`src/tmtf_pkg.sv`:
```
`timescale 1ns / 1ps
// shared types and constants for the threshold move-to-front cache
// used by tmtf_cell and threshold_move_to_front_cache_core
package tmtf_pkg;

	localparam int CNT_W = 8;
	localparam int FIELD_W = 32;
	localparam logic [CNT_W-1:0] CNT_MAX = 8'd255;
	localparam logic [CNT_W-1:0] CNT_ONE = 8'd1;
	localparam logic [CNT_W-1:0] THRESH_RESET = 8'd3;

	// lookup result rippling from the front cell toward the rear
	typedef struct packed {
		logic             found;
		logic [CNT_W-1:0] cnt;
	} chain_t;

	// step control broadcast to every cell
	typedef struct packed {
		logic             step;
		logic             miss;
		logic             promote;
		logic [CNT_W-1:0] cnt_new;
	} ctrl_t;

endpackage

```
`src/threshold_move_to_front_cache_core.sv`:
```
`timescale 1ns / 1ps
// results appear in an output register in the cycle after a word is accepted
// one word per cycle unless the output side stalls; set by the compare and shift along the cell row
// a new word is taken while a result waits unless the output side stalls
// reset: all slots invalid, occupancy zero, promote threshold 3; slot keys and counts unreset
// depends on tmtf_pkg and tmtf_cell
module threshold_move_to_front_cache_core #(
	parameter int DEPTH = 4,
	parameter int KEY_WIDTH = 32,
	localparam int OCC_W = $clog2(DEPTH + 1)
) (
	input  logic                               clk,
	input  logic                               arst_n,
	input  logic                               in_valid,
	output logic                               in_stall,
	input  logic [tmtf_pkg::FIELD_W-1:0]       key_value,
	output logic                               out_valid,
	input  logic                               out_stall,
	output logic                               hit,
	output logic [tmtf_pkg::CNT_W-1:0]         count_after,
	output logic                               promoted,
	output logic                               evicted,
	output logic [tmtf_pkg::FIELD_W-1:0]       evicted_key,
	output logic [OCC_W-1:0]                   occupancy,
	input  logic                               cfg_valid,
	output logic                               cfg_ready,
	input  logic [tmtf_pkg::CNT_W-1:0]         cfg_data
);

	// stored key width, at most the input field; evicted_key bits above it are always zero
	localparam int SKW = (KEY_WIDTH < tmtf_pkg::FIELD_W) ? KEY_WIDTH : tmtf_pkg::FIELD_W;

	logic [tmtf_pkg::CNT_W-1:0] thr_q;
	logic [OCC_W-1:0]           occ_q;
	logic                       out_valid_q;
	logic                       hit_q;
	logic [tmtf_pkg::CNT_W-1:0] count_q;
	logic                       promoted_q;
	logic                       evicted_q;
	logic [tmtf_pkg::FIELD_W-1:0] evicted_key_q;

	logic [SKW-1:0]             key_s;
	logic                       accept;
	logic                       found;
	logic [tmtf_pkg::CNT_W-1:0] cnt_inc;
	logic                       promote;
	tmtf_pkg::ctrl_t            ctrl;

	tmtf_pkg::chain_t           chain [DEPTH+1];
	logic [SKW-1:0]             cell_key [DEPTH];
	logic [tmtf_pkg::CNT_W-1:0] cell_cnt [DEPTH];
	logic [DEPTH-1:0]           cell_valid;

	assign key_s    = key_value[SKW-1:0];
	assign in_stall = out_valid_q & out_stall;
	assign accept   = in_valid & ~in_stall;
	assign cfg_ready = 1'b1;

	assign chain[0] = '0;
	assign found    = chain[DEPTH].found;
	assign cnt_inc  = (chain[DEPTH].cnt == tmtf_pkg::CNT_MAX) ? tmtf_pkg::CNT_MAX
	                                                          : chain[DEPTH].cnt + 1'b1;
	// a hit on the front slot stays in place
	assign promote  = found && (cnt_inc > thr_q) && !chain[1].found;

	assign ctrl.step    = accept;
	assign ctrl.miss    = ~found;
	assign ctrl.promote = promote;
	assign ctrl.cnt_new = found ? cnt_inc : tmtf_pkg::CNT_ONE;

	for (genvar i = 0; i < DEPTH; i++) begin : g_cell
		if (i == 0) begin : g_front
			tmtf_cell #(.KW(SKW)) u_cell (
				.clk        (clk),
				.arst_n     (arst_n),
				.ctrl       (ctrl),
				.key_in     (key_s),
				.prev_key   (key_s),
				.prev_cnt   (ctrl.cnt_new),
				.prev_valid (1'b1),
				.chain_in   (chain[i]),
				.chain_out  (chain[i+1]),
				.key_q      (cell_key[i]),
				.cnt_q      (cell_cnt[i]),
				.valid_q    (cell_valid[i])
			);
		end else begin : g_rest
			tmtf_cell #(.KW(SKW)) u_cell (
				.clk        (clk),
				.arst_n     (arst_n),
				.ctrl       (ctrl),
				.key_in     (key_s),
				.prev_key   (cell_key[i-1]),
				.prev_cnt   (cell_cnt[i-1]),
				.prev_valid (cell_valid[i-1]),
				.chain_in   (chain[i]),
				.chain_out  (chain[i+1]),
				.key_q      (cell_key[i]),
				.cnt_q      (cell_cnt[i]),
				.valid_q    (cell_valid[i])
			);
		end
	end

	always_ff @(posedge clk or negedge arst_n) begin
		if (!arst_n) begin
			thr_q <= tmtf_pkg::THRESH_RESET;
		end else if (cfg_valid && cfg_ready) begin
			thr_q <= cfg_data;
		end
	end

	always_ff @(posedge clk or negedge arst_n) begin
		if (!arst_n) begin
			occ_q       <= '0;
			out_valid_q <= 1'b0;
		end else begin
			if (accept) begin
				out_valid_q <= 1'b1;
				if (!found && occ_q != OCC_W'(DEPTH)) begin
					occ_q <= occ_q + 1'b1;
				end
			end else if (!out_stall) begin
				out_valid_q <= 1'b0;
			end
		end
	end

	always_ff @(posedge clk) begin
		if (accept) begin
			hit_q      <= found;
			count_q    <= ctrl.cnt_new;
			promoted_q <= promote;
			evicted_q  <= ~found & cell_valid[DEPTH-1];
			if (!found && cell_valid[DEPTH-1]) begin
				evicted_key_q <= tmtf_pkg::FIELD_W'(cell_key[DEPTH-1]);
			end else begin
				evicted_key_q <= '0;
			end
		end
	end

	assign out_valid   = out_valid_q;
	assign hit         = hit_q;
	assign count_after = count_q;
	assign promoted    = promoted_q;
	assign evicted     = evicted_q;
	assign evicted_key = evicted_key_q;
	assign occupancy   = occ_q;

`ifndef SYNTHESIS
	a_occ_matches_valid: assert property (@(posedge clk) disable iff (!arst_n)
		$countones(cell_valid) == occ_q)
		else $error("occupancy disagrees with valid slots");

	a_valid_run: assert property (@(posedge clk) disable iff (!arst_n)
		(cell_valid & (cell_valid + 1'b1)) == '0)
		else $error("valid slots do not form a run from the front");

	a_promote_needs_hit: assert property (@(posedge clk) disable iff (!arst_n)
		out_valid_q && promoted_q |-> hit_q && !evicted_q)
		else $error("promotion without a hit");

	a_evict_when_full: assert property (@(posedge clk) disable iff (!arst_n)
		accept && !found && cell_valid[DEPTH-1] |=> occ_q == OCC_W'(DEPTH) && evicted_q)
		else $error("eviction from a table that was not full");
`endif

endmodule

```
`src/tmtf_cell.sv`:
```
`timescale 1ns / 1ps
// one slot of the ordered table: key, hit count and valid bit
// depends on tmtf_pkg for chain_t and ctrl_t
module tmtf_cell #(
	parameter int KW = 32
) (
	input  logic                           clk,
	input  logic                           arst_n,
	input  tmtf_pkg::ctrl_t                ctrl,
	input  logic [KW-1:0]                  key_in,
	input  logic [KW-1:0]                  prev_key,
	input  logic [tmtf_pkg::CNT_W-1:0]     prev_cnt,
	input  logic                           prev_valid,
	input  tmtf_pkg::chain_t               chain_in,
	output tmtf_pkg::chain_t               chain_out,
	output logic [KW-1:0]                  key_q,
	output logic [tmtf_pkg::CNT_W-1:0]     cnt_q,
	output logic                           valid_q
);

	logic match;
	logic first;
	logic shift;

	assign match = valid_q && (key_q == key_in);
	assign first = match && !chain_in.found;

	assign chain_out.found = chain_in.found | match;
	assign chain_out.cnt   = first ? cnt_q : chain_in.cnt;

	// on a promotion every slot up to and including the hit one moves back
	assign shift = ctrl.miss | (ctrl.promote & !chain_in.found);

	always_ff @(posedge clk or negedge arst_n) begin
		if (!arst_n) begin
			valid_q <= 1'b0;
		end else if (ctrl.step && shift) begin
			valid_q <= prev_valid;
		end
	end

	always_ff @(posedge clk) begin
		if (ctrl.step) begin
			if (shift) begin
				key_q <= prev_key;
				cnt_q <= prev_cnt;
			end else if (first) begin
				cnt_q <= ctrl.cnt_new;
			end
		end
	end

endmodule
```
`config.mk`:
```
export PLATFORM = sky130hd
export DESIGN_NAME = threshold_move_to_front_cache_core
export DESIGN_NICKNAME = d
export VERILOG_FILES = /design/src/tmtf_pkg.sv /design/src/threshold_move_to_front_cache_core.sv /design/src/tmtf_cell.sv
export SDC_FILE = /design/constraint.sdc
export NUM_CORES = 1
export LEC_CHECK = 0
export ABC_AREA = 1
export BUFFER_PORTS_ARGS = -buffer_cell sky130_fd_sc_hd__buf_2
export CORE_ASPECT_RATIO = 1.4
export CORE_MARGIN = 4
export CORE_UTILIZATION = 60
export CTS_BUF_LIST = sky130_fd_sc_hd__clkbuf_16
export DETAILED_ROUTE_END_ITERATION = 10
export PLACE_DENSITY = 0.79
export SLEW_MARGIN = 0
export SYNTH_ARGS = -nofsm -noshare
export SYNTH_HDL_FRONTEND = slang
export SYNTH_SLANG_ARGS = --single-unit
```
`constraint.sdc`:
```
create_clock -name clk -period 7.3 [get_ports clk]
set_clock_uncertainty 0.1 [all_clocks]
set_input_delay 1.46 -clock clk [delete_from_list [all_inputs] [get_ports clk]]
set_output_delay 1.46 -clock clk [all_outputs]
set_load 0.05 [all_outputs]
```
# Word-level counts from Yosys, hierarchy flattened

Cells that the tools add are included.
W data, S select, Z words.

Flip-flop bits (word level): 219
Output and inout bits: 49
Word-level logic and storage cells: 93

Add/sub/neg operators: 2
Order comparisons: 1
Eq/ne operators: 7
Muxes and demuxes: 16
Bitwise logic cells: 15
Reduce and logical (&&, ||, !) cells: 32

Operators by type and width:

| kind                  | count |
|---|---|
| $eq A32 B32 Y1        | 4 |
| $mux W8               | 14 |
| $reduce_and A2 Y1     | 9 |
| $logic_and A1 B1 Y1   | 15 |
| $add A8 B1 Y8 const B | 1 |
| $eq A8 B8 Y1 const B  | 1 |
| $gt A8 B8 Y1          | 1 |
| $reduce_bool A2 Y1    | 4 |
| $or A1 B1 Y1          | 7 |
| $and A1 B1 Y1         | 6 |
| $logic_not A1 Y1      | 4 |
| $add A3 B1 Y3 const B | 1 |
| $ne A3 B3 Y1 const B  | 1 |
| $mux W1               | 2 |
| $ne A2 B1 Y1 const B  | 1 |
| $not A1 Y1            | 2 |

# Logic depth before layout (Yosys ltp)

Depth after elaboration: 16
Mapped depth: 38
Gate-level depth less buffers: 36

# Cells and area by module

Synthesis repeated with hierarchy kept, for this count alone.

Cells, all modules: 1217
Area, all modules: 10978.0 um^2

By module, submodules not included:

| module                             | times used | cells an instance | area an instance (um^2) | sequential area each (um^2) |
|---|---|---|---|---|
| tmtf_cell                          | 4          | 242               | 2105.8                  | 1226.2 |
| threshold_move_to_front_cache_core | 1          | 249               | 2555.0                  | 1594.0 |

# Worst setup path after synthesis

Ideal clock, no wire load.

Kind: input to register
Start: input port key_value[14] (netlist name)
End: register g_cell[1].g_rest.u_cell.cnt_q[0] (netlist name) (enable)
Arrival time: 6541 ps
Slack: 329 ps
Cell stages on the path: 30
Cell sequence: buf_2 xnor2_1 nand3_1 nor2_1 nand4_1 nor2_4 nand4_4 or2_0 nand2_1 inv_1 ha_1 inv_1 nor2_4 nand3_4 nor2_4 inv_2 nand2_2 ha_1 nand2_1 inv_1 nand2_1 o211ai_1 nand2_1 o211ai_1 nand3_1 nand2_1 clkinv_1 nor2_1 inv_1 nand2_1

Word-level cells in the longest chain between the ends: 16

Ends and longest elaborated chain:

| item                                              | line                                                                               | text |
|---|---|---|
| start, declared                                   | threshold_move_to_front_cache_core.sv:16                                           | `input logic [tmtf_pkg::FIELD_W-1:0] key_value,` |
| $eq A32 B32 Y1                                    | tmtf_cell.sv:25                                                                    | `assign match = valid_q && (key_q == key_in);` |
| $logic_and A1 B1 Y1                               | tmtf_cell.sv:25                                                                    |  |
| $logic_not A1 Y1 or $or A1 B1 Y1 (tied branches)  | -                                                                                  |  |
| $logic_and A1 B1 Y1, or another cell as far along | tmtf_cell.sv:26                                                                    | `assign first = match && !chain_in.found;` |
| $mux W8, or another cell as far along             | tmtf_cell.sv:29                                                                    | `assign chain_out.cnt = first ? cnt_q : chain_in.cnt;` |
| $mux W8 or $logic_and A1 B1 Y1 (tied branches)    | tmtf_cell.sv:29, tmtf_cell.sv:26                                                   |  |
| $mux W8                                           | tmtf_cell.sv:29                                                                    |  |
| $add A8 B1 Y8 or $eq A8 B8 Y1 (tied branches)     | threshold_move_to_front_cache_core.sv:62, threshold_move_to_front_cache_core.sv:61 |  |
| $mux W8                                           | threshold_move_to_front_cache_core.sv:61                                           | `assign cnt_inc = (chain[DEPTH].cnt == tmtf_pkg::CNT_MAX) ? tmtf_pkg::CNT_MAX` |
| $gt A8 B8 Y1                                      | threshold_move_to_front_cache_core.sv:64                                           | `assign promote = found && (cnt_inc > thr_q) && !chain[1].found;` |
| $logic_and A1 B1 Y1 (2 in series)                 | threshold_move_to_front_cache_core.sv:64                                           |  |
| $and A1 B1 Y1                                     | tmtf_cell.sv:32                                                                    | `assign shift = ctrl.miss \| (ctrl.promote & !chain_in.found);` |
| $or A1 B1 Y1                                      | tmtf_cell.sv:32                                                                    |  |
| $reduce_bool A2 Y1 (no line) *                    | -                                                                                  |  |
| $reduce_and A2 Y1 (no line) *                     | -                                                                                  |  |
| end signal, assigned                              | tmtf_cell.sv:46                                                                    | `cnt_q <= prev_cnt;` |
| end signal, assigned                              | tmtf_cell.sv:48                                                                    | `cnt_q <= ctrl.cnt_new;` |
| end, declared                                     | tmtf_cell.sv:17                                                                    | `output logic [tmtf_pkg::CNT_W-1:0] cnt_q,` |

Mark *: on every way between the ends. The rest lies on a longest branch, timed or not.
A chain may end at the register's enable or synchronous reset.

# Final worst setup path

Start: input port key_value[18] (netlist name)
End: register g_cell[1].g_rest.u_cell.cnt_q[3] (netlist name) (enable)

The elaborated chain is that of the path after synthesis.

==> results.yml <==
floorplan:
  fp-row-count: 56
  io_pins: 94
  initial_core_util: 0.616
  dieArea_um2: 19500
  coreArea_um2: 16900
  die_h_um: 164
  die_w_um: 119
global_route:
  grt_start_max_net_pins: 46
  grt_antenna_before_repair: 0
  grt_overflow_total: 0
  grt_pass1_vias: 7788
  grt_use_total: 0.291
  grt_pass1_wl_mm: 42.5
timing:
  finalHoldViolCount: 0
  relSlewSlack: 0.321
  rsz0062_at_grt: "false"
  finalSetupViolCount: 0
  tightestPinTransition_ns: 1.02
  slew_viol_final: 0
  fmax_mhz: 161
  timing.final.crit_share: 0.853
  fin_tns_setup_ns: 0
  period_minus_slack_ns: 6.22
yosys:
  netlist_area_um2: 10400
  ys_seq_area_frac: 0.625
  synth_flop_cell: "edfxtp_1"
  ys_types: 45
  synth_top_area_share: 0.586
  synth_seq_cells: 219
  async_flop_share: 0.0731
  syn_nets: 1127
  synth_cells: 1071
  synthTopCellsByArea: "edfxtp_1 (59%), nand2_1 (13%), inv_1 (4.8%)"
  yosysTopAreaCell: "edfxtp_1"
  synth.avg_cell_area_um2: 9.71
  synth-edff-count: 203
  yosys_warnings: 0
min_path:
  worstHoldPathType: "flip-flop to flip-flop"
worst_setup_path:
  crit_slowest_cell: "o21ai_1"
  cp.required_ns: 7.36
  max_stage_delay_ns: 0.34
  cpLargestDelayFamily: "simple AND/OR/NAND/NOR gates"
  crit_type: "input port to flip-flop"
  arrival_ns: 6.28
  path_buf_inv: 8
  end_kind: "flip-flop"
  crit_top_cell: "nand2_1"
  crit_fanout: 15
  critPathLaunchType: "input port"
clock_tree:
  cts_buffers: 21
  clockBufferDepth: 3
  path_clk_slew_ns: 0.06
  insertion_delay_ns: 0.51
  h-tree-depth: 1
  clock-sinks: 219
  post_cts_buffers: 0
  clock-root-buffer: "clkbuf_16"
  cts_tree: "built"
  post_cts_resized: 0
  cts_hold_buf: 0
place:
  io_buffers: 92
  place_area_um2: 11200
  globalplace.congestion: 0.957
  place_hpwl_mm: 21.3
pwr:
  ir_drop_mv: 0.259
  powerDensity_nw_per_um2: 247
  p_leak_nw: 5.32
drt:
  via_per_inst: 5.37
  vias: 7691
  drcViolationCount: 0
  first_iter_violations: 764
  routedWlPerCell_um: 19.4
  antenna_left: 0
  wirelength_mm: 27.8
  drt_first_pass_iters: 6
run_status:
  status: "complete, no violations"
cells_and_area:
  num-fill-cells: 1295
  stdcell_area_um2: 11900
  final_layout_size_suffix_gt1_frac: 0.177
  syn_to_final_growth_pct: 14.3
  num_antenna_cells: 0
  nNetsFinal: 1240
run:
  drv_cap: 0
## cell usage in the layout, fill, tap and decap left out, types with 2 or more instances in the layout
| master | count |
|---|---|
| clkinv_2 | 6 |
| clkinv_4 | 2 |
| inv_1 | 135 |
| nor2_1 | 111 |
| nand4_1 | 13 |
| o21ai_1 | 23 |
| dfstp_2 | 2 |
| xor2_1 | 9 |
| and2_1 | 2 |
| buf_2 | 92 |
| o21a_1 | 2 |
| nand3_4 | 2 |
| nand2_2 | 7 |
| inv_2 | 31 |
| nor2_2 | 8 |
| a21oi_2 | 2 |
| nand3_2 | 3 |
| clkinvlp_4 | 2 |
| a21oi_1 | 11 |
| ha_1 | 11 |
| clkinv_1 | 6 |
| xnor2_1 | 24 |
| buf_12 | 4 |
| or2_0 | 2 |
| o211ai_1 | 6 |
| edfxtp_1 | 203 |
| dfrtp_1 | 14 |
| o21ai_0 | 23 |
| nand2_1 | 347 |
| or2_2 | 7 |
| nand3_1 | 37 |
| nor2_4 | 8 |
| buf_4 | 5 |
| clkbuf_16 | 21 |
| o22ai_1 | 4 |
## power by group
part	switching, W	internal, W	total, W	leakage (nW)
logic	0.000289	0.000102	0.000391	2.88
clock network	0.000457	0.000564	0.00102	0.322
registers	0.0000511	0.00147	0.00152	2.12
## flip-flops by register name, indices dropped and copies added (netlist names)
| register | count |
|---|---|
| out_valid | 1 |
| evicted_key | 32 |
| g_cell.g_rest.u_cell.key_q | 96 |
| g_cell.g_front.u_cell.key_q | 32 |
| evicted | 1 |
| hit | 1 |
| g_cell.g_rest.u_cell.cnt_q | 24 |
| count_after | 8 |
| promoted | 1 |
| occupancy | 3 |
| g_cell.g_rest.u_cell.valid_q | 3 |
| thr_q | 8 |
| g_cell.g_front.u_cell.valid_q | 1 |
| g_cell.g_front.u_cell.cnt_q | 8 |
## cell families after synthesis
family | Yosys count | share of synthesized area
compound gates | 74 | 0.0408
xor+xnor | 33 | 0.0278
fa+ha+maj | 11 | 0.0132
buf+inv | 179 | 0.0669
flops | 219 | 0.625
mux | 1 | 0.00108
other cells | 1 | 0.000360
simple gates | 553 | 0.225
## cells in the mapped netlist, types with 3 or more instances
| cell type | instances |
|---|---|
| clkbuf_1 | 4 |
| nor2_1 | 116 |
| o211ai_1 | 6 |
| o22ai_1 | 4 |
| o21ai_0 | 23 |
| inv_1 | 133 |
| xnor2_1 | 24 |
| nand2_2 | 7 |
| dfrtp_1 | 14 |
| nor2_4 | 4 |
| o21ai_1 | 23 |
| nand3_2 | 3 |
| inv_2 | 31 |
| nand4_1 | 13 |
| nor2_2 | 7 |
| a21oi_1 | 11 |
| xor2_1 | 9 |
| nand2_1 | 347 |
| ha_1 | 11 |
| or2_2 | 7 |
| buf_2 | 4 |
| nand3_1 | 37 |
| edfxtp_1 | 203 |
## final timing paths
check	to	cells after the start	start	slack (ns)
setup / recovery	g_cell[1].g_rest.u_cell.cnt_q[3]$_DFFE_PP_	33	key_value[18]	1.08
setup reg to reg	g_cell[1].g_rest.u_cell.cnt_q[3]$_DFFE_PP_	31	g_cell[0].g_front.u_cell.key_q[18]$_DFFE_PP_	1.89
max in group asynchronous	thr_q[1]$_DFFE_PN1P_	1	arst_n	6.01
min in group asynchronous	thr_q[6]$_DFFE_PN0P_	1	arst_n	0.77
hold reg to reg	g_cell[1].g_rest.u_cell.key_q[19]$_DFFE_PP_	0	g_cell[0].g_front.u_cell.key_q[19]$_DFFE_PP_	0.36
hold / removal	g_cell[1].g_rest.u_cell.key_q[19]$_DFFE_PP_	0	g_cell[0].g_front.u_cell.key_q[19]$_DFFE_PP_	0.36
## layout make-up
type	instances	area, um2	area share
multi-input cells	673	3240	0.273
clock buffers	21	526	0.0442
repair buffers	101	578	0.0486
clock inverters	17	119	0.0100
inverters	168	634	0.0534
flip-flops and latches	219	6500	0.547
well taps	232	290	0.0244
## stage by stage
| stage | worst slack, ns | util | power, W | cells | hold WS (ns) |
|---|---|---|---|---|---|
| 5_1_grt | 0.678 | 0.704 | 0.00305 | 1431 | 0.379 |
| 6_report | 1.08 | 0.704 | 0.00294 | 1431 | 0.359 |
| 4_1_cts | 1.16 | 0.704 | 0.00295 | 1431 | 0.355 |
| 3_3_place_gp | 0.692 | 0.666 | 0.00193 | 1393 | 0.332 |
| 3_5_place_dp | 0.668 | 0.666 | 0.00194 | 1393 | 0.339 |
| 2_1_floorplan | 0.329 | - | 0.00179 | 1071 | 0.326 |
## routing by layer
metal  vias to the layer above  track usage  routed length [um]
li1                       3672            -                   -
met1                      3580        0.318                9390
met2                       334        0.538               14800
met3                       105       0.0317                1560
met4                         0        0.180                1980
met5                         -            0                   0
No activity file was read; power rests on OpenSTA's default activity.
